**config.mk**
```make
export PLATFORM = sky130hd
export DESIGN_NAME = trimmed_mean_window_filter
export DESIGN_NICKNAME = d
export VERILOG_FILES = /design/src/rtl/tmwf_pkg.sv /design/src/rtl/trimmed_mean_window_filter.sv /design/src/rtl/tmwf_cell.sv /design/src/rtl/tmwf_div.sv
export SDC_FILE = /design/constraint.sdc
export NUM_CORES = 2
export LEC_CHECK = 0
export ABC_CLOCK_PERIOD_IN_PS = 2790
export BUFFER_PORTS_ARGS = -buffer_cell sky130_fd_sc_hd__buf_2
export CAP_MARGIN = 20
export CORE_MARGIN = 8
export CORE_UTILIZATION = 30
export CTS_BUF_LIST = sky130_fd_sc_hd__clkbuf_4 sky130_fd_sc_hd__clkbuf_8
export DETAILED_ROUTE_END_ITERATION = 8
export PLACE_DENSITY_LB_ADDON = 0.12
export SLEW_MARGIN = 20
export SYNTH_ARGS = -nofsm -noshare
export SYNTH_HDL_FRONTEND = slang
export SYNTH_HIERARCHICAL = 1
export SYNTH_SLANG_ARGS = --single-unit
export TNS_END_PERCENT = 5
```
**constraint.sdc**
```tcl
create_clock -name clk -period 2.79 [get_ports clk]
set_input_delay 0.1395 -clock clk [delete_from_list [all_inputs] [get_ports clk]]
set_output_delay 0.1395 -clock clk [all_outputs]
set_load 0.02 [all_outputs]
```
**src/rtl/tmwf_pkg.sv**
```systemverilog
package tmwf_pkg;

  // Sample and result width
  localparam int SAMPLE_W = 16;

  // Default window length (new sample plus stored samples)
  localparam int WINDOW_DEF = 10;

  // Sequencer states of the top level
  typedef enum logic [1:0] {
    ST_IDLE,
    ST_SCAN,
    ST_TRIM,
    ST_DIV
  } state_t;

endpackage

```
**src/rtl/trimmed_mean_window_filter.sv**
```systemverilog
// Trimmed-mean moving-average filter. Each input word is a signed 16-bit
// sample; the window is that sample plus the WINDOW-1 samples before it,
// held in a row of cells that reset clears to zero, so early results see
// zeros. One largest and one smallest value are dropped, the rest summed
// and divided by WINDOW-2, truncating toward zero; one result word leaves
// per sample. One sample is in flight at a time: the next is accepted
// only after the current result is loaded into the output register. A
// token walks the cell row one cell per cycle to collect sum, maximum
// and minimum, a register drops the extremes, and a multiply by the
// constant reciprocal of WINDOW-2 yields the quotient from a registered
// magnitude and product. The result word sits in an output register
// until taken; while a word waits there, the next result and so the next
// accept stall.
module trimmed_mean_window_filter #(
  parameter int WINDOW = tmwf_pkg::WINDOW_DEF
) (
  input  logic        clk,
  input  logic        rst,
  input  logic        s_axis_tvalid,
  output logic        s_axis_tready,
  input  logic [15:0] s_axis_tdata,   // [15:0] sample
  output logic        m_axis_tvalid,
  input  logic        m_axis_tready,
  output logic [15:0] m_axis_tdata    // [15:0] mean_out
);

  localparam int SW     = tmwf_pkg::SAMPLE_W;
  localparam int DEPTH  = WINDOW - 1;
  localparam int SUM_W  = SW + $clog2(WINDOW);

  tmwf_pkg::state_t state, state_next;

  logic                 accept;
  logic                 seed_valid;
  logic signed [SUM_W-1:0] seed_sum;
  logic signed [SW-1:0]    seed_ext;

  logic signed [SW-1:0]    data_chain [0:DEPTH];
  logic                    tok_valid  [0:DEPTH];
  logic signed [SUM_W-1:0] tok_sum    [0:DEPTH];
  logic signed [SW-1:0]    tok_hi     [0:DEPTH];
  logic signed [SW-1:0]    tok_lo     [0:DEPTH];

  logic signed [SUM_W-1:0] trim_sum;
  logic                    div_start;
  logic                    div_ack;
  logic                    div_done;
  logic signed [SW-1:0]    div_quo;
  logic                    load_out;
  logic [SW-1:0]           out_data;
  logic                    out_valid;

  assign accept = s_axis_tvalid && s_axis_tready;

  // Seed the token with the oldest sample, which the shift pushes out
  assign seed_ext = data_chain[DEPTH];

  always_ff @(posedge clk) begin
    if (rst) begin
      seed_valid <= 1'b0;
    end else begin
      seed_valid <= accept;
    end
  end

  always_ff @(posedge clk) begin
    if (accept) begin
      seed_sum <= {{(SUM_W - SW){seed_ext[SW-1]}}, seed_ext};
    end
  end

  assign data_chain[0] = s_axis_tdata;
  assign tok_valid[0]  = seed_valid;
  assign tok_sum[0]    = seed_sum;
  assign tok_hi[0]     = seed_sum[SW-1:0];
  assign tok_lo[0]     = seed_sum[SW-1:0];

  // Row of history cells
  for (genvar k = 0; k < DEPTH; k++) begin : g_cell
    tmwf_cell #(
      .SUM_W(SUM_W)
    ) u_cell (
      .clk          (clk),
      .rst          (rst),
      .shift_en     (accept),
      .data_in      (data_chain[k]),
      .data_out     (data_chain[k+1]),
      .tok_valid_in (tok_valid[k]),
      .sum_in       (tok_sum[k]),
      .hi_in        (tok_hi[k]),
      .lo_in        (tok_lo[k]),
      .tok_valid_out(tok_valid[k+1]),
      .sum_out      (tok_sum[k+1]),
      .hi_out       (tok_hi[k+1]),
      .lo_out       (tok_lo[k+1])
    );
  end

  // Drop one maximum and one minimum from the collected sum
  always_ff @(posedge clk) begin
    if ((state == tmwf_pkg::ST_SCAN) && tok_valid[DEPTH]) begin
      trim_sum <= tok_sum[DEPTH]
                - {{(SUM_W - SW){tok_hi[DEPTH][SW-1]}}, tok_hi[DEPTH]}
                - {{(SUM_W - SW){tok_lo[DEPTH][SW-1]}}, tok_lo[DEPTH]};
    end
  end

  tmwf_div #(
    .SUM_W  (SUM_W),
    .DIVISOR(WINDOW - 2)
  ) u_div (
    .clk     (clk),
    .rst     (rst),
    .start   (div_start),
    .ack     (div_ack),
    .dividend(trim_sum),
    .done    (div_done),
    .quotient(div_quo)
  );

  // Next state
  always_comb begin
    state_next = state;
    unique case (state)
      tmwf_pkg::ST_IDLE: if (accept) state_next = tmwf_pkg::ST_SCAN;
      tmwf_pkg::ST_SCAN: if (tok_valid[DEPTH]) state_next = tmwf_pkg::ST_TRIM;
      tmwf_pkg::ST_TRIM: state_next = tmwf_pkg::ST_DIV;
      tmwf_pkg::ST_DIV:  if (load_out) state_next = tmwf_pkg::ST_IDLE;
      default:           state_next = tmwf_pkg::ST_IDLE;
    endcase
  end

  // Outputs of the sequencer
  always_comb begin
    s_axis_tready = 1'b0;
    div_start     = 1'b0;
    load_out      = 1'b0;
    unique case (state)
      tmwf_pkg::ST_IDLE: s_axis_tready = 1'b1;
      tmwf_pkg::ST_SCAN: ;
      tmwf_pkg::ST_TRIM: div_start = 1'b1;
      tmwf_pkg::ST_DIV:  load_out = div_done && (!out_valid || m_axis_tready);
      default:           ;
    endcase
  end

  assign div_ack = load_out;

  always_ff @(posedge clk) begin
    if (rst) begin
      state <= tmwf_pkg::ST_IDLE;
    end else begin
      state <= state_next;
    end
  end

  // Output register: hold the word until taken
  always_ff @(posedge clk) begin
    if (rst) begin
      out_valid <= 1'b0;
    end else if (load_out) begin
      out_valid <= 1'b1;
    end else if (m_axis_tready) begin
      out_valid <= 1'b0;
    end
  end

  always_ff @(posedge clk) begin
    if (load_out) begin
      out_data <= div_quo;
    end
  end

  assign m_axis_tvalid = out_valid;
  assign m_axis_tdata  = out_data;

endmodule

```
**src/rtl/tmwf_cell.sv**
```systemverilog
module tmwf_cell #(
  parameter int SUM_W = 20
) (
  input  logic                                  clk,
  input  logic                                  rst,
  input  logic                                  shift_en,
  input  logic signed [tmwf_pkg::SAMPLE_W-1:0]  data_in,
  output logic signed [tmwf_pkg::SAMPLE_W-1:0]  data_out,
  input  logic                                  tok_valid_in,
  input  logic signed [SUM_W-1:0]               sum_in,
  input  logic signed [tmwf_pkg::SAMPLE_W-1:0]  hi_in,
  input  logic signed [tmwf_pkg::SAMPLE_W-1:0]  lo_in,
  output logic                                  tok_valid_out,
  output logic signed [SUM_W-1:0]               sum_out,
  output logic signed [tmwf_pkg::SAMPLE_W-1:0]  hi_out,
  output logic signed [tmwf_pkg::SAMPLE_W-1:0]  lo_out
);

  logic signed [tmwf_pkg::SAMPLE_W-1:0] value;
  logic signed [SUM_W-1:0]              value_ext;

  assign data_out  = value;
  assign value_ext = {{(SUM_W - tmwf_pkg::SAMPLE_W){value[tmwf_pkg::SAMPLE_W-1]}}, value};

  // Hold one history sample; advance it to the neighbor on a shift
  always_ff @(posedge clk) begin
    if (rst) begin
      value <= '0;
    end else if (shift_en) begin
      value <= data_in;
    end
  end

  // Pass the running token along, folding in this cell's sample
  always_ff @(posedge clk) begin
    if (rst) begin
      tok_valid_out <= 1'b0;
    end else begin
      tok_valid_out <= tok_valid_in;
    end
  end

  always_ff @(posedge clk) begin
    if (tok_valid_in) begin
      sum_out <= sum_in + value_ext;
      hi_out  <= (value > hi_in) ? value : hi_in;
      lo_out  <= (value < lo_in) ? value : lo_in;
    end
  end

endmodule

```
**src/rtl/tmwf_div.sv**
```systemverilog
module tmwf_div #(
  parameter int SUM_W   = 20,
  parameter int DIVISOR = 8
) (
  input  logic                                 clk,
  input  logic                                 rst,
  input  logic                                 start,
  input  logic                                 ack,
  input  logic signed [SUM_W-1:0]              dividend,
  output logic                                 done,
  output logic signed [tmwf_pkg::SAMPLE_W-1:0] quotient
);

  // Magnitude of a trimmed sum fits one bit below the signed sum width
  localparam int MAG_W  = SUM_W - 1;
  // Scale the reciprocal so the truncated product is the exact quotient
  // for every magnitude below 2**MAG_W
  localparam int SH     = MAG_W + $clog2(DIVISOR);
  localparam int RCP_W  = SH + 1;
  localparam int FULL_W = MAG_W + RCP_W;
  localparam longint RCP_L = ((longint'(1) << SH) + longint'(DIVISOR) - longint'(1))
                             / longint'(DIVISOR);
  localparam logic [RCP_W-1:0] RCP_K = RCP_W'(RCP_L);

  logic              mul_pend;
  logic              held;
  logic [MAG_W-1:0]  mag;
  logic              neg;
  logic [FULL_W-1:0] prod;

  logic [SUM_W-1:0]  abs_in;
  logic [FULL_W-1:0] full_prod;
  logic [MAG_W-1:0]  quo;
  logic [MAG_W-1:0]  signed_quo;

  assign abs_in = dividend[SUM_W-1] ? (SUM_W'(0) - dividend) : dividend;

  // Advance start -> multiply -> hold until the result is taken
  always_ff @(posedge clk) begin
    if (rst) begin
      mul_pend <= 1'b0;
      held     <= 1'b0;
    end else if (start) begin
      mul_pend <= 1'b1;
      held     <= 1'b0;
    end else if (mul_pend) begin
      mul_pend <= 1'b0;
      held     <= 1'b1;
    end else if (ack) begin
      held     <= 1'b0;
    end
  end

  // Capture magnitude and sign of the trimmed sum
  always_ff @(posedge clk) begin
    if (start) begin
      mag <= abs_in[MAG_W-1:0];
      neg <= dividend[SUM_W-1];
    end
  end

  // Multiply by the constant reciprocal
  assign full_prod = FULL_W'(mag) * FULL_W'(RCP_K);

  always_ff @(posedge clk) begin
    if (mul_pend) begin
      prod <= full_prod;
    end
  end

  // Restore the sign; quotient truncates toward zero
  assign quo        = prod[SH +: MAG_W];
  assign signed_quo = neg ? (MAG_W'(0) - quo) : quo;
  assign quotient   = signed_quo[tmwf_pkg::SAMPLE_W-1:0];
  assign done       = held;

endmodule
```
==> metrics <==
FF+latch count, synth=712; post-synth top area share=38.1%; CP Cell Sequence=inv_1 > ha_1 > nand4_1 > nor4_4 > o31ai_4 > a21oi_2 > o41a_4 > buf_12 > mux2_2; FF-to-FF Start=seed_sum[9]$_DFFE_PP_; Mapped Nets=4298; worst path arrival time=3340 ps; placed inst area=48000 um2; layout cells sized above 1=24.0%; TritonRoute pass-1 iters=5; period utilisation layout=99.3%; Unique masters post-synth=70; hold endpoint=g_cell[1].u_cell/data_out[3]$_SDFFE_PP0P_; total die area=158000 um2; status=finished clean; die width=397 um; max-cap viol count=0; Slew Limit Fails=0; Site Rows=140; adder-cell share of the synthesized area=15.0%; drt initial violations=1453; htree depth=4; Hold Crit Depth=3; detailed placement HPWL=96100 um; largest net degree at the start of global routing=64; Total Wirelength=126000 um; commonest cells in the netlist=edfxtp_1 (553), ha_1 (477), inv_1 (398), nor2_1 (277), a21oi_1 (222); Synth Area in XOR/XNOR=3.86%; final worst setup slack=18.8 ps; post-synthesis compound-gate area fraction=11.6%; # port buffers=37; Ports=38; initial antenna violation count=12; Final Hold Fails=0; gpl congestion=0.796; Worst Hold Class=input port to flop; Final min period=2770 ps; worst slew pin tran=861 ps; final net count=4739; Starting Density=30.1%; post-route antenna net violation count=0; area leader, netlist=edfxtp_1; Area Growth Syn to Fin=18.9%; Routed WL per cell=20.1 um; Max Fclk=361 MHz; vias in the first global route=29704; worst-case vdd ir drop=0.000337 V; CP Data Required Time=3360 ps; Chip Height=397 um; GRT Residual Overflow=0; Critical Path Start Type=flop; Simple-Gate Fraction of Synth Area=7.69%; worst clock skew=31.3 ps; Rel. slew slack=42.5%; Most used DFF post-synth=edfxtp_1; Clock Pin Slew Worst Setup and Hold Paths=60 ps; reg-to-reg endpoint=g_cell[0].u_cell/lo_out[8]$_DFFE_PP_; Syn Area/Cell=11.6 um2; count leader, synth=edfxtp_1; cell area after synthesis=43600 um2; vias per inst=4.75; final instance area=51800 um2; Seq/Total Area, Yosys=45.4%; top cells by area, synth=edfxtp_1 (38%), ha_1 (14%), dfxtp_1 (7.3%); cell count after synthesis=3773; Power Total=29.2 mW; Place WS=-303 ps; DR vias=29698; PwrDens=564 nW/um2; Root Buffer=clkbuf_8; Buf/Inv on CP=2; number of CTS-inserted buffers=137; Worst-Skew Late Latency=840 ps; fraction of registers with async set/reset=0%; worst setup path startpoint=seed_sum[9]$_DFFE_PP_; multiplexer share of the synthesized area=11.6%; Reg2Reg Setup Slack=20 ps; final setup violation count=0; crit-path max FO=6; GRT Resource Usage Total=15.6%; CP Capture Type=flop; reg2reg path depth=9; first-pass GRT wire length=188000 um; EDFF count, synth=553; CP Class=flop to flop; Clock Path Buffers=3; RSZ-0062 raised after global routing=true; core footprint=145000 um2; Residual DRC=0; Critical Path Max Stage Delay=440 ps; Leak=22.3 nW; Yosys warning count=6; CP max stage cell=edfxtp_1; hold path startpoint=rst; CTS sink count=712; CTS tree=done; CP top delay family=simple AND/OR/NAND/NOR gates; largest family of logic cells by synthesized area=adder cells
## worst max path at each step
stage                                                        end  cells past startpoint
after floorplan                           trim_sum[18]$_DFFE_PP_                      8
after global placement    g_cell[4].u_cell/sum_out[17]$_DFFE_PP_                      9
after detailed placement  g_cell[4].u_cell/sum_out[17]$_DFFE_PP_                      9
after CTS                  g_cell[0].u_cell/lo_out[14]$_DFFE_PP_                      9
after global routing      g_cell[4].u_cell/sum_out[17]$_DFFE_PP_                      8
final                       g_cell[0].u_cell/lo_out[8]$_DFFE_PP_                      9
## repair_timing
item / in CTS / in global routing
setup endpoints to repair: 23 / 190
gates resized for setup: 14 / 80
pin swaps: 1 / 25
hold endpoints to repair: 134 / 0
hold buffers: 43 / 0
setup buffers: 4 / 13
gates cloned: 0 / 0
## final cells by class
class	instances	area, um2
flip-flops and latches	712	19800
multi-input cells	2564	22000
fillers	14585	93200
clock buffers	203	2460
inverters	398	1490
clock inverters	51	338
diodes	2	5.00
repair buffers	401	3290
well taps	1917	2400
## layer usage
layer | share of wire, % | track usage (%) | up-vias | routed length, um
li1 | - | - | 14726 | -
met1 | 46 | 20.6 | 14377 | 58300
met2 | 48 | 26.5 | 437 | 60700
met3 | 3.3 | 2.45 | 158 | 4100
met4 | 2.1 | 4.31 | 0 | 2650
met5 | 0 | 0 | - | 0
## flip-flops by register name, indices dropped and copies added (netlist names)
signal	flops
u_div/neg	1
state	2
g_cell.u_cell/hi_out	144
g_cell.u_cell/tok_valid_out	9
u_div/done	1
trim_sum	20
u_div/prod	16
m_axis_tdata	16
g_cell.u_cell/sum_out	180
seed_sum	16
g_cell.u_cell/data_out	144
u_div/mag	16
seed_valid	1
g_cell.u_cell/lo_out	144
m_axis_tvalid	1
u_div/mul_pend	1
## tightest hold or removal path, delay by kind of cell
| family | cells | cell delay [ps] |
|---|---|---|
| AND/OR/NAND/NOR | 1 | 140 |
| buffers and inverters | 2 | 790 |
## layout by cell type (no fill, tap or decap), drive strengths merged, types with 43 or more instances in the layout
master,count
a211oi,54
xor2,61
nand3,54
mux2,288
nor2,277
dfxtp,159
mux2i,145
nand4,50
nand2,209
inv,408
buf,358
xnor2,131
ha,477
clkbuf,203
nor4,43
o21ai,147
nor2b,43
a21oi,234
edfxtp,553
a21o,50
dlygate4sd3,43
## power by group
part           leakage (nW)  switching, mW  internal [mW]
Sequential             6.35          0.545           12.3
Clock                  1.49           4.79           5.87
Combinational          14.4           3.07           2.69
Total                  22.3           8.40           20.8
## stage by stage
stage	setup TNS [ps]	std cells	utilization (%)	hold WS (ps)
2_1_floorplan	0	3773	-	209
3_3_place_gp	-3980	5932	33.1	371
3_5_place_dp	-2980	5932	33.1	384
4_1_cts	-790	6233	35.4	208
5_1_grt	-1380	6248	35.7	256
6_report	0	6248	35.7	278
## kinds of logic after synthesis
| kind of cell | count (synthesis) |
|---|---|
| AO/OA/AOI/OAI | 713 |
| XOR/XNOR | 192 |
| adder cells (fa/ha/maj) | 505 |
| buffers and inverters | 497 |
| flip-flops | 712 |
| multiplexers | 433 |
| AND/OR/NAND/NOR | 721 |
Note: power is estimated with default switching activity, not from simulation.
